$ cat src/rtl/core/cle_pkg.sv
`timescale 1ns / 1ps
// Shared types and codes for the circular list engine.
package cle_pkg;

  typedef enum logic [2:0] {
    CMD_INS_FRONT = 3'd0,
    CMD_INS_AFTER = 3'd1,
    CMD_INS_BACK  = 3'd2,
    CMD_REM_FRONT = 3'd3,
    CMD_REM_KEY   = 3'd4,
    CMD_REM_BACK  = 3'd5,
    CMD_DUMP      = 3'd6,
    CMD_SEARCH    = 3'd7
  } cmd_t;

  typedef enum logic [1:0] {
    STS_OK       = 2'd0,
    STS_NOTFOUND = 2'd1,
    STS_EMPTY    = 2'd2,
    STS_FULL     = 2'd3
  } status_t;

  typedef enum logic [2:0] {
    ST_IDLE,
    ST_WALK,
    ST_ALLOC,
    ST_INS_NODE,
    ST_INS_LINK,
    ST_REMOVE,
    ST_REPLY
  } state_t;

  typedef struct packed {
    cmd_t               command;
    logic signed [31:0] new_value;
    logic signed [31:0] match_key;
  } in_item_t;

  typedef struct packed {
    status_t            status;
    logic               found;
    logic signed [31:0] element;
    logic [5:0]         element_total;
    logic signed [31:0] value_sum;
    logic               last;
  } out_item_t;

  typedef struct packed {
    logic scan;
    logic give;
  } alloc_ctl_t;

endpackage

$ cat src/rtl/core/cle_ram.sv
`timescale 1ns / 1ps
// Generic single-write, single-read RAM with registered read data.
module cle_ram #(
  parameter int WIDTH = 32,
  parameter int DEPTH = 32,
  localparam int AW = $clog2(DEPTH)
) (
  input  logic             clk,
  input  logic             we,
  input  logic [AW-1:0]    waddr,
  input  logic [WIDTH-1:0] wdata,
  input  logic [AW-1:0]    raddr,
  output logic [WIDTH-1:0] rdata
);

  logic [WIDTH-1:0] mem [DEPTH];

  always_ff @(posedge clk) begin
    if (we) begin
      mem[waddr] <= wdata;
    end
    rdata <= mem[raddr];
  end

endmodule

$ cat src/rtl/core/cle_slot_alloc.sv
`timescale 1ns / 1ps
// Free-slot map with a one-bit-per-cycle scan for the lowest free slot.
module cle_slot_alloc #(
  parameter int CAPACITY = 32,
  localparam int AW = $clog2(CAPACITY)
) (
  input  logic                clk,
  input  logic                rst_n,
  input  cle_pkg::alloc_ctl_t ctl,
  input  logic [AW-1:0]       give_idx,
  output logic                hit,
  output logic [AW-1:0]       slot
);
  import cle_pkg::*;

  logic [CAPACITY-1:0] free_r, free_nxt;
  logic [AW-1:0]       scan_r, scan_nxt;

  assign hit  = ctl.scan && free_r[scan_r];
  assign slot = scan_r;

  always_comb begin
    free_nxt = free_r;
    if (hit) begin
      free_nxt[scan_r] = 1'b0;
    end
    if (ctl.give) begin
      free_nxt[give_idx] = 1'b1;
    end
    scan_nxt = (ctl.scan && !hit) ? scan_r + AW'(1) : '0;
  end

  always_ff @(posedge clk) begin
    if (!rst_n) begin
      free_r <= {CAPACITY{1'b1}};
      scan_r <= '0;
    end else begin
      free_r <= free_nxt;
      scan_r <= scan_nxt;
    end
  end

endmodule

$ cat src/rtl/core/circular_list_engine_top.sv
`timescale 1ns / 1ps
// Top level of the circular list engine: sequencer, list registers and node memories.
//
//   Channel  Direction  Handshake             Payload
//   in_      input      in_valid / in_ready   cle_pkg::in_item_t (command, new_value, match_key)
//   out_     output     out_valid / out_ready cle_pkg::out_item_t (status ... last)
//
// An item is taken only in the idle state, and the block stays busy until it has
// handed its last result to the output register. The walk visits one node per cycle;
// search, keyed commands and removal at the back walk up to element_total nodes. An
// insert scans the free map one slot per cycle up to and including the lowest free one,
// then writes the node and, unless the list was empty, links it in. A dump gives one item
// per cycle while the output is taken; a stalled output holds the sequencer in place.
module circular_list_engine_top #(
  parameter int CAPACITY   = 32,
  parameter int DATA_WIDTH = 32
) (
  input  logic               clk,
  input  logic               rst_n,
  input  logic               in_valid,
  output logic               in_ready,
  input  cle_pkg::in_item_t  in_data,
  output logic               out_valid,
  input  logic               out_ready,
  output cle_pkg::out_item_t out_data
);
  import cle_pkg::*;

  localparam int AW = $clog2(CAPACITY);
  localparam int CW = $clog2(CAPACITY + 1);

  state_t          state_r, state_nxt;
  cmd_t            cmd_r, cmd_nxt;
  logic [DATA_WIDTH-1:0] nv_r, nv_nxt, key_r, key_nxt, nval_r, nval_nxt;
  logic [AW-1:0]   head_r, head_nxt, tail_r, tail_nxt;
  logic [AW-1:0]   cur_r, cur_nxt, prev_r, prev_nxt, step_r, step_nxt;
  logic [AW-1:0]   slot_r, slot_nxt, nlink_r, nlink_nxt;
  logic [CW-1:0]   count_r, count_nxt;
  logic [31:0]     sum_r, sum_nxt;
  status_t         res_status_r, res_status_nxt;
  logic            res_found_r, res_found_nxt;
  logic            out_valid_r, out_valid_nxt;
  out_item_t       out_data_r, out_data_nxt;

  // Memory ports.
  logic                  val_we, link_we;
  logic [AW-1:0]         link_waddr, link_wdata, rd_addr;
  logic [DATA_WIDTH-1:0] rd_value;
  logic [AW-1:0]         rd_link, lnk;

  // Allocator.
  alloc_ctl_t    alloc_ctl;
  logic          alloc_hit;
  logic [AW-1:0] alloc_slot;

  // Walk and emission control.
  logic in_fire, empty, full, match, at_end, slot_free, walk_adv, keyed;
  logic emit;
  out_item_t emit_item;

  // Shared operand for the running-sum add and subtract.
  logic [DATA_WIDTH-1:0] sum_opnd_dw;
  logic [63:0]           sum_opnd_64, elem_64;

  assign in_ready  = (state_r == ST_IDLE);
  assign in_fire   = in_valid && in_ready;
  assign empty     = (count_r == '0);
  assign full      = (count_r == CW'(CAPACITY));
  assign slot_free = !out_valid_r || out_ready;

  // A link at or beyond the pool size reads as slot zero.
  assign lnk    = (int'(rd_link) < CAPACITY) ? rd_link : '0;
  assign match  = (rd_value == key_r);
  assign at_end = (CW'(step_r) == count_r - CW'(1));
  assign keyed  = (cmd_r == CMD_INS_AFTER) || (cmd_r == CMD_REM_KEY) ||
                  (cmd_r == CMD_SEARCH);

  always_comb begin
    walk_adv = 1'b0;
    if (state_r == ST_WALK) begin
      unique case (cmd_r)
        CMD_INS_AFTER, CMD_REM_KEY, CMD_SEARCH: walk_adv = !match && !at_end;
        CMD_REM_BACK:                           walk_adv = !at_end;
        CMD_DUMP:                               walk_adv = slot_free && !at_end;
        default:                                walk_adv = 1'b0;
      endcase
    end
  end

  assign sum_opnd_dw = (state_r == ST_INS_NODE) ? nv_r : nval_r;
  assign sum_opnd_64 = 64'($signed(sum_opnd_dw));
  assign elem_64     = 64'($signed(rd_value));

  // Next state.
  always_comb begin
    state_nxt = state_r;
    unique case (state_r)
      ST_IDLE: begin
        if (in_fire) begin
          unique case (in_data.command)
            CMD_INS_FRONT, CMD_INS_BACK: state_nxt = full ? ST_REPLY : ST_ALLOC;
            CMD_INS_AFTER: state_nxt = (empty || full) ? ST_REPLY : ST_WALK;
            default:       state_nxt = empty ? ST_REPLY : ST_WALK;
          endcase
        end
      end
      ST_WALK: begin
        unique case (cmd_r)
          CMD_INS_AFTER: begin
            if (match) state_nxt = ST_ALLOC;
            else if (at_end) state_nxt = ST_REPLY;
          end
          CMD_REM_KEY: begin
            if (match) state_nxt = ST_REMOVE;
            else if (at_end) state_nxt = ST_REPLY;
          end
          CMD_SEARCH: begin
            if (match || at_end) state_nxt = ST_REPLY;
          end
          CMD_REM_FRONT: state_nxt = ST_REMOVE;
          CMD_REM_BACK: begin
            if (at_end) state_nxt = ST_REMOVE;
          end
          CMD_DUMP: begin
            if (slot_free && at_end) state_nxt = ST_IDLE;
          end
          default: state_nxt = ST_REPLY;
        endcase
      end
      ST_ALLOC: begin
        if (alloc_hit) state_nxt = ST_INS_NODE;
      end
      ST_INS_NODE: state_nxt = empty ? ST_REPLY : ST_INS_LINK;
      ST_INS_LINK: state_nxt = ST_REPLY;
      ST_REMOVE:   state_nxt = ST_REPLY;
      ST_REPLY: begin
        if (slot_free) state_nxt = ST_IDLE;
      end
      default: state_nxt = ST_IDLE;
    endcase
  end

  // Memory, allocator and result control.
  always_comb begin
    val_we         = (state_r == ST_INS_NODE);
    link_we        = 1'b0;
    link_waddr     = cur_r;
    link_wdata     = slot_r;
    alloc_ctl.scan = (state_r == ST_ALLOC);
    alloc_ctl.give = (state_r == ST_REMOVE);
    unique case (state_r)
      ST_IDLE: rd_addr = head_r;
      ST_WALK: rd_addr = walk_adv ? lnk : cur_r;
      default: rd_addr = cur_r;
    endcase
    unique case (state_r)
      ST_INS_NODE: begin
        link_we    = 1'b1;
        link_waddr = slot_r;
        link_wdata = empty ? slot_r : nlink_r;
      end
      ST_INS_LINK: begin
        link_we    = 1'b1;
        link_waddr = cur_r;
        link_wdata = slot_r;
      end
      ST_REMOVE: begin
        link_we    = (count_r > CW'(1));
        link_waddr = prev_r;
        link_wdata = nlink_r;
      end
      default: link_we = 1'b0;
    endcase

    emit                    = 1'b0;
    emit_item.status        = res_status_r;
    emit_item.found         = res_found_r;
    emit_item.element       = '0;
    emit_item.element_total = 6'(count_r);
    emit_item.value_sum     = sum_r;
    emit_item.last          = 1'b1;
    if (state_r == ST_REPLY) begin
      emit = slot_free;
    end else if ((state_r == ST_WALK) && (cmd_r == CMD_DUMP)) begin
      emit              = slot_free;
      emit_item.status  = STS_OK;
      emit_item.found   = 1'b0;
      emit_item.element = elem_64[31:0];
      emit_item.last    = at_end;
    end
  end

  // Datapath register updates.
  always_comb begin
    cmd_nxt        = cmd_r;
    nv_nxt         = nv_r;
    key_nxt        = key_r;
    nval_nxt       = nval_r;
    head_nxt       = head_r;
    tail_nxt       = tail_r;
    cur_nxt        = cur_r;
    prev_nxt       = prev_r;
    step_nxt       = step_r;
    slot_nxt       = slot_r;
    nlink_nxt      = nlink_r;
    count_nxt      = count_r;
    sum_nxt        = sum_r;
    res_status_nxt = res_status_r;
    res_found_nxt  = res_found_r;

    unique case (state_r)
      ST_IDLE: begin
        if (in_fire) begin
          cmd_nxt       = in_data.command;
          nv_nxt        = DATA_WIDTH'(in_data.new_value);
          key_nxt       = DATA_WIDTH'(in_data.match_key);
          step_nxt      = '0;
          prev_nxt      = tail_r;
          nlink_nxt     = head_r;
          res_found_nxt = 1'b0;
          // Front and back inserts link in between the tail and the head.
          if ((in_data.command == CMD_INS_FRONT) || (in_data.command == CMD_INS_BACK)) begin
            cur_nxt        = tail_r;
            res_status_nxt = full ? STS_FULL : STS_OK;
          end else begin
            cur_nxt = head_r;
            if (empty) begin
              res_status_nxt = STS_EMPTY;
            end else if (full && (in_data.command == CMD_INS_AFTER)) begin
              res_status_nxt = STS_FULL;
            end else begin
              res_status_nxt = STS_OK;
            end
          end
        end
      end
      ST_WALK: begin
        nval_nxt  = rd_value;
        nlink_nxt = lnk;
        if (walk_adv) begin
          prev_nxt = cur_r;
          cur_nxt  = lnk;
          step_nxt = step_r + AW'(1);
        end
        if (keyed) begin
          if (match) begin
            res_found_nxt = 1'b1;
          end else if (at_end) begin
            res_status_nxt = STS_NOTFOUND;
          end
        end
      end
      ST_ALLOC: begin
        if (alloc_hit) slot_nxt = alloc_slot;
      end
      ST_INS_NODE: begin
        count_nxt = count_r + CW'(1);
        sum_nxt   = sum_r + sum_opnd_64[31:0];
        if (empty) begin
          head_nxt = slot_r;
          tail_nxt = slot_r;
        end
      end
      ST_INS_LINK: begin
        unique case (cmd_r)
          CMD_INS_FRONT: head_nxt = slot_r;
          CMD_INS_BACK:  tail_nxt = slot_r;
          default: begin
            if (cur_r == tail_r) tail_nxt = slot_r;
          end
        endcase
      end
      ST_REMOVE: begin
        count_nxt = count_r - CW'(1);
        sum_nxt   = sum_r - sum_opnd_64[31:0];
        if (count_r == CW'(1)) begin
          head_nxt = '0;
          tail_nxt = '0;
        end else begin
          if (cur_r == head_r) head_nxt = nlink_r;
          if (cur_r == tail_r) tail_nxt = prev_r;
        end
      end
      default: begin
        count_nxt = count_r;
      end
    endcase
  end

  // Output register.
  always_comb begin
    out_valid_nxt = out_valid_r;
    out_data_nxt  = out_data_r;
    if (emit) begin
      out_valid_nxt = 1'b1;
      out_data_nxt  = emit_item;
    end else if (out_ready) begin
      out_valid_nxt = 1'b0;
    end
  end

  always_ff @(posedge clk) begin
    if (!rst_n) begin
      state_r     <= ST_IDLE;
      head_r      <= '0;
      tail_r      <= '0;
      count_r     <= '0;
      sum_r       <= '0;
      out_valid_r <= 1'b0;
    end else begin
      state_r     <= state_nxt;
      head_r      <= head_nxt;
      tail_r      <= tail_nxt;
      count_r     <= count_nxt;
      sum_r       <= sum_nxt;
      out_valid_r <= out_valid_nxt;
    end
  end

  always_ff @(posedge clk) begin
    cmd_r        <= cmd_nxt;
    nv_r         <= nv_nxt;
    key_r        <= key_nxt;
    nval_r       <= nval_nxt;
    cur_r        <= cur_nxt;
    prev_r       <= prev_nxt;
    step_r       <= step_nxt;
    slot_r       <= slot_nxt;
    nlink_r      <= nlink_nxt;
    res_status_r <= res_status_nxt;
    res_found_r  <= res_found_nxt;
    out_data_r   <= out_data_nxt;
  end

  assign out_valid = out_valid_r;
  assign out_data  = out_data_r;

  cle_ram #(.WIDTH(DATA_WIDTH), .DEPTH(CAPACITY)) u_value_ram (
    .clk   (clk),
    .we    (val_we),
    .waddr (slot_r),
    .wdata (nv_r),
    .raddr (rd_addr),
    .rdata (rd_value)
  );

  cle_ram #(.WIDTH(AW), .DEPTH(CAPACITY)) u_link_ram (
    .clk   (clk),
    .we    (link_we),
    .waddr (link_waddr),
    .wdata (link_wdata),
    .raddr (rd_addr),
    .rdata (rd_link)
  );

  cle_slot_alloc #(.CAPACITY(CAPACITY)) u_alloc (
    .clk      (clk),
    .rst_n    (rst_n),
    .ctl      (alloc_ctl),
    .give_idx (cur_r),
    .hit      (alloc_hit),
    .slot     (alloc_slot)
  );

endmodule

$ cat config.mk
export PLATFORM = sky130hd
export DESIGN_NAME = circular_list_engine_top
export DESIGN_NICKNAME = d
export VERILOG_FILES = /design/src/rtl/core/cle_pkg.sv /design/src/rtl/core/cle_ram.sv /design/src/rtl/core/cle_slot_alloc.sv /design/src/rtl/core/circular_list_engine_top.sv
export SDC_FILE = /design/constraint.sdc
export NUM_CORES = 2
export LEC_CHECK = 0
export BUFFER_PORTS_ARGS = -buffer_cell sky130_fd_sc_hd__buf_2
export CAP_MARGIN = 20
export CORE_MARGIN = 2
export CORE_UTILIZATION = 60
export DETAILED_ROUTE_END_ITERATION = 8
export PLACE_DENSITY = 0.77
export REMOVE_ABC_BUFFERS = 1
export SETUP_SLACK_MARGIN = 0.5
export SYNTH_ARGS = -nofsm -noshare
export SYNTH_HDL_FRONTEND = slang
export SYNTH_HIERARCHICAL = 1
export SYNTH_SLANG_ARGS = --single-unit
$ cat constraint.sdc
create_clock -name clk -period 7.3 [get_ports clk]
set_input_delay 1.46 -clock clk [delete_from_list [all_inputs] [get_ports clk]]
set_output_delay 1.46 -clock clk [all_outputs]
set_load 0.005 [all_outputs]
# --- Word-level counts from Yosys, hierarchy flattened ---
# Memory sizes are Yosys's and may differ from the RTL's. A register that Yosys moved wholly into a read port is not among the register bits.
# Cells that the tools add are included.
classes:
  add_sub_neg: 6
  n_lt_le_gt_ge: 5
  eq_ne: 38
  muxes: 79
  n_bitwise: 4
  n_reduce_logical: 43
ops:
  columns: ["cell", "count"]
  rows:
  - ["$mux W32", 3]
  - ["$mux W5", 16]
  - ["$pmux W5 S2", 8]
  - ["$mux W35", 2]
  - ["$pmux W32 S2", 1]
  - ["$mux W3", 12]
  - ["$pmux W3 S6", 2]
  - ["$add A32 B32 Y32", 1]
  - ["$and A32 B32 Y32", 1]
  - ["$eq A32 B32 Y1", 1]
  - ["$not A32 Y32", 1]
  - ["$or A32 B32 Y32", 1]
  - ["$sub A32 B32 Y32", 1]
  - ["$pmux W5 S3", 2]
  - ["$eq A3 B3 Y1 const B", 7]
  - ["$ne A2 B2 Y1 const B", 10]
  - ["$mux W2", 9]
  - ["$eq A3 B2 Y1 const B", 5]
  - ["$mux W1", 15]
  - ["$lt A5 B6 Y1 const B", 2]
  - ["$pmux W6 S2", 1]
  - ["$add A5 B1 Y5 const B", 2]
  - ["$demux W1 S5", 2]
  - ["$eq A5 B5 Y1", 2]
  - ["32 further kinds", 68]
word_totals:
  register_bits: 290
  ram_bits: 1184
  inputBits: 71
  out_inout_bits: 76
  memories: 2
memory_table:
  columns: ["memory", "words", "width", "read_ports", "rd_ports_with_merged_regs", "write_ports", "line_no", "source"]
  rows:
  - ["u_value_ram.mem", 32, 32, 1, 1, 1, "cle_ram.sv:16", "logic [WIDTH-1:0] mem [DEPTH];"]
  - ["u_link_ram.mem", 32, 5, 1, 1, 1, "cle_ram.sv:16", null]

# --- Depth between registers and ports, before layout ---
depth:
  ltp_word: 9
  ltp_mapped: 20

# --- Cells and area by module ---
# Netlist, hierarchy kept.
modules_own_cells:
  columns: ["mod", "instances", "cells_per_inst", "area_each_um2", "seq_area_each_um2"]
  rows:
  - ["cle_ram (u_value_ram)", 1, 2260, 40485.1, 31390.1]
  - ["circular_list_engine_top", 1, 1174, 12932.4, 7076.8]
  - ["cle_ram (u_link_ram)", 1, 277, 6344.8, 4904.7]
  - ["cle_slot_alloc", 1, 266, 2115.8, 740.7]

# --- Worst setup path after synthesis ---
# No wires, ideal clock.
synth_path:
  path_kind: "input to register"
  startpoint: "input out_ready"
  endpoint: "register out_data_r, in the netlist out_data[0], enable pin"
  setup_ns: 0.516
  t_arrival_ns: 4.825
  setup_slack_ns: 1.959
  stages: 2
  path_buffers: 0
  cell_sequence: "nor2b_1 nor2b_1"
synth_via:
  elab_chain_cells: 3
synth_lines:
  columns: ["item", "line_no", "source"]
  rows:
  - ["start: declaration", "circular_list_engine_top.sv:24", "input logic out_ready,"]
  - ["$logic_or A1 B1 Y1 (*)", "circular_list_engine_top.sv:69", "assign slot_free = !out_valid_r || out_ready;"]
  - ["$mux W1", "circular_list_engine_top.sv:184", "end else if ((state_r == ST_WALK) && (cmd_r == CMD_DUMP)) begin"]
  - ["$mux W1 (*)", "circular_list_engine_top.sv:182", "if (state_r == ST_REPLY) begin"]
  - ["named net emit", "circular_list_engine_top.sv:58", "logic emit;"]
  - ["end signal: assignment", "circular_list_engine_top.sv:332", "out_data_r <= out_data_nxt;"]
  - ["end: declaration", "circular_list_engine_top.sv:43", "out_item_t out_data_r, out_data_nxt;"]
# The timed path passes the listed nets; every way through them passes the cells marked *.
# A chain may end at the register's enable or synchronous reset.

# --- Final worst setup path ---
layout_path:
  startpoint: "register u_value_ram.rdata[11] (read register of u_value_ram.mem)"
  endpoint: "register u_value_ram.rdata[15] (read register of u_value_ram.mem)"
layout_via:
  elab_chain_cells: 7
layout_lines:
  columns: ["item", "line_no", "source"]
  rows:
  - ["start: declaration", "cle_ram.sv:13", "output logic [WIDTH-1:0] rdata"]
  - ["$eq A32 B32 Y1", "circular_list_engine_top.sv:73", "assign match = (rd_value == key_r);"]
  - ["$logic_not A1 Y1", "circular_list_engine_top.sv:82", "CMD_INS_AFTER, CMD_REM_KEY, CMD_SEARCH: walk_adv = !match && !at_end;"]
  - ["$logic_and A1 B1 Y1", "circular_list_engine_top.sv:82", null]
  - ["$pmux W1 S3", "circular_list_engine_top.sv:81", "unique case (cmd_r)"]
  - ["$mux W1", "circular_list_engine_top.sv:80", "if (state_r == ST_WALK) begin"]
  - ["$mux W5", null, null]
  - ["$pmux W5 S2", "circular_list_engine_top.sv:151", "unique case (state_r)"]
  - ["named net rd_addr[1]", "circular_list_engine_top.sv:47", "logic [AW-1:0] link_waddr, link_wdata, rd_addr;"]
# The timed path passes the listed nets, and every way through them passes these cells.

==> summary.txt <==
STA
  – Fin crit period: 6270 ps
  – Slew of the pin with the lowest slew margin: 1220 ps
  – Fin Hold WS: 463 ps
  – Max Slew Vio Count: 0
  – Worst setup margin: 1030 ps
  – RSZ-0062 raised after global routing: false
  – Max frequency: 0.160 GHz
  – Worst Skew: 42.0 ps
  – Tcrit/Tclk final: 0.859
  – Setup violations, final: 0
  – Headroom to the max-slew limit: 0.190
  – Final Hold Violating Endpoints: 0

Worst setup path
  – Largest stage delay, worst path: 920 ps
  – Worst Setup EP: u_value_ram/rdata[15]
  – Most frequent CP cell: buf_4
  – FF-to-FF path depth: 14
  – Req. time, crit path: 7940 ps
  – Worst Setup End Kind: flip-flop
  – R2R setup slack: 1030 ps
  – Arrival time at the worst endpoint: 6910 ps
  – CP Launch Type: flip-flop
  – RR Endpoint: u_value_ram/rdata[15]
  – CP Max Fanout: 53
  – CP startpoint: u_value_ram/rdata[11]
  – WS Path Type: flip-flop to flip-flop
  – R2R Path Start: u_value_ram/rdata[11]
  – Crit-path cells: xor2_1, nor4_1, nand4_1, o221ai_1, a31oi_2, mux2i_1, o21ai_2, buf_4, and2b_4, buf_4, a22o_1, nor3_1, a31oi_1, nand3_1
  – Slowest cell on the critical path: nor4_1

Logic synthesis
  – Syn avg cell area: 15.6 µm²
  – Main synth FF type: edfxtp_1
  – Post-synthesis async set-or-reset flop share: 0
  – Ys Warns: 6
  – Synthesized area: 0.0619 mm²
  – Register area share after synthesis: 0.713
  – Library cells used by synthesis: 82
  – Seq cells post-synth: 1511
  – Post-synth EDFFs: 1385
  – Mapped Cells: 3977

Die
  – Std cell rows: 117
  – Die W: 325 µm
  – Die area: 0.106 mm²
  – Die H: 325 µm
  – Core ar.: 0.102 mm²
  – Io pins: 147
  – Starting Density: 0.606

Placed design
  – RePlAce Congestion: 0.898
  – Port Buffers: 146
  – Setup WS pre-CTS: 1350 ps
  – Hpwl dp: 97200 µm
  – Placed instance area: 0.0645 mm²

Clocking
  – CTS sink count: 1511
  – CTS root buffer: clkbuf_16
  – Clk slew on worst S/H paths: 60 ps
  – Clk buf depth: 3
  – CTS resizes: 0
  – CTS tree: yes
  – H-tree depth: 4
  – Hold-fix buffers at CTS: 0
  – Setup bufs post-CTS: 0
  – Number of CTS-inserted buffers: 150
  – Worst-skew pair later-pin latency: 790 ps

Final layout
  – Fillers: 6576
  – Commonest non-fill, non-tap cell in the layout: edfxtp_1
  – Share of layout cells above drive strength 1: 0.150
  – Layout area overhead: 12.5%
  – Commonest cells after routing, fill and taps aside: 1385 x edfxtp_1, 565 x mux2i_1, 238 x nand2_1, 180 x a21oi_1, 150 x clkbuf_16
  – Fin nets: 4287
  – Final Cell Area: 0.0696 mm²

Route
  – Via density: 6.62
  – DRT iter0 DRCs: 5052
  – Final wirelength: 166000 µm
  – DRC viols: 0
  – First-pass iteration count of the detailed router: 6
  – Vias: 37600
  – Routed length per instance: 29.3 µm
  – Detail Route Antenna Nets: 0

Pwr
  – Max VDD drop: 0.487 mV
  – PwrDens: 418 mW/mm²
  – Pleak: 23.3 nW

Outcome
  – Outcome: complete, no violations

Global route
  – First-pass GRT wire length: 241000 µm
  – Gr ovfl total: 0
  – Largest net degree at the start of global routing: 131
  – Initial antenna violation count: 14
  – Vias in the first global route: 35900
  – GR Util All Layers: 0.311

Hold path
  – Type of the most critical hold path: flip-flop to flip-flop
  – Worst Hold Launch: sum_r[15]

Flow run
  – # Max-Cap Violations: 0
[synth_stat cells, types with 10 or more instances]
master	instances	area share
ha_1	39	0.0079
mux2_2	11	0.0020
a211oi_1	22	0.0027
mux2i_1	565	0.091
and3_1	46	0.0047
nand3b_1	17	0.0021
nand2b_1	18	0.0018
clkbuf_1	109	0.0066
buf_2	38	0.0031
buf_6	20	0.0036
a21oi_1	180	0.015
or2_2	10	0.0010
dfxtp_1	126	0.041
nor3_1	94	0.0076
xnor2_1	33	0.0047
or3_1	12	0.0012
or3b_2	10	0.0014
buf_4	35	0.0042
o21ai_0	83	0.0067
a21o_1	15	0.0018
nor4_1	19	0.0019
inv_1	25	0.0015
nand2_1	239	0.014
edfxtp_1	1385	0.67
nand4_1	11	0.0011
a31oi_1	38	0.0038
nor2_1	173	0.010
a21oi_2	21	0.0030
a22o_1	65	0.0092
nand3_1	143	0.012
mux4_2	50	0.018
nor2b_1	16	0.0016
xor2_1	79	0.011
a22oi_1	112	0.014
[sequential cells by signal (all words and copies together) (netlist names), 6 cells and up]
name               flops
sum_r                 32
u_value_ram/rdata     32
u_link_ram/mem       160
nval_r                32
count_r                6
out_data              74
u_alloc/free_r        32
u_value_ram/mem     1024
nv_r                  32
key_r                 32
[report_power, final]
group | leakage [nW] | total (mW) | switching, mW | internal (mW)
registers | 13.5 | 11.0 | 0.589 | 10.4
clock network | 2.42 | 7.76 | 3.32 | 4.44
logic | 7.37 | 10.4 | 6.42 | 3.93
[how the worst min path moves through the flow]
stage | endpoint | cells past startpoint | slack [ps]
2_1_floorplan | out_data[32] | 0 | 420
3_3_place_gp | nval_r[27] | 0 | 440
3_5_place_dp | nval_r[6] | 0 | 460
4_1_cts | out_data[16] | 0 | 460
5_1_grt | out_data[16] | 0 | 490
6_report | out_data[16] | 0 | 460
[cell families (layout without fill, tap and decap cells)]
group           count (synthesis)  after routing  share of synthesized area
flops                        1511           1511                      0.713
mux                           626            626                      0.112
xor+xnor                      112            112                     0.0159
buf+inv                       240            568                     0.0202
compound gates                607            607                     0.0653
other cells                     0              5                          0
simple gates                  841            841                     0.0660
fa+ha+maj                      40             40                    0.00821
[routing by layer]
layer  share of wire  GRT usage  routed length [µm]  vias to the layer above
met5         0.00048          0                  80                        -
met4           0.043      0.137                7110                       12
met3            0.12     0.0757               20200                      458
met2            0.46      0.472               75800                     2572
met1            0.38      0.433               63000                    18700
li1                -          -                   -                    15800
[worst max-delay path, delay by kind of cell (launching register included)]
family          cells  cell delay (ps)
xor+xnor            1              120
simple gates        5             2530
flops               1              540
buf+inv             2              830
compound gates      5             1860
mux                 1              200
[layout make-up]
class,instances,area (µm²),share of cell area
Sequential cell,1511,44100,0.633
Inverter,26,101,0.00146
Timing Repair Buffer,261,1850,0.0265
Multi-Input combinational cell,2226,16800,0.242
Clock buffer,214,4140,0.0595
Antenna cell,5,12.5,0.000180
Clock inverter,67,876,0.0126
Tap cell,1368,1710,0.0246
[per-stage QoR]
| stage | cells | util | total power, mW | TNS [ps] |
|---|---|---|---|---|
| final | 5678 | 0.682 | 29.1 | 0 |
| after global routing | 5678 | 0.682 | 30.1 | 0 |
| after CTS | 5670 | 0.682 | 28.9 | 0 |
| after detailed placement | 5389 | 0.632 | 21.1 | 0 |
| after global placement | 5386 | 0.632 | 21.0 | 0 |
| after floorplan | 3763 | - | 17.6 | -2034380 |
Power figures use the tool's default switching activity.
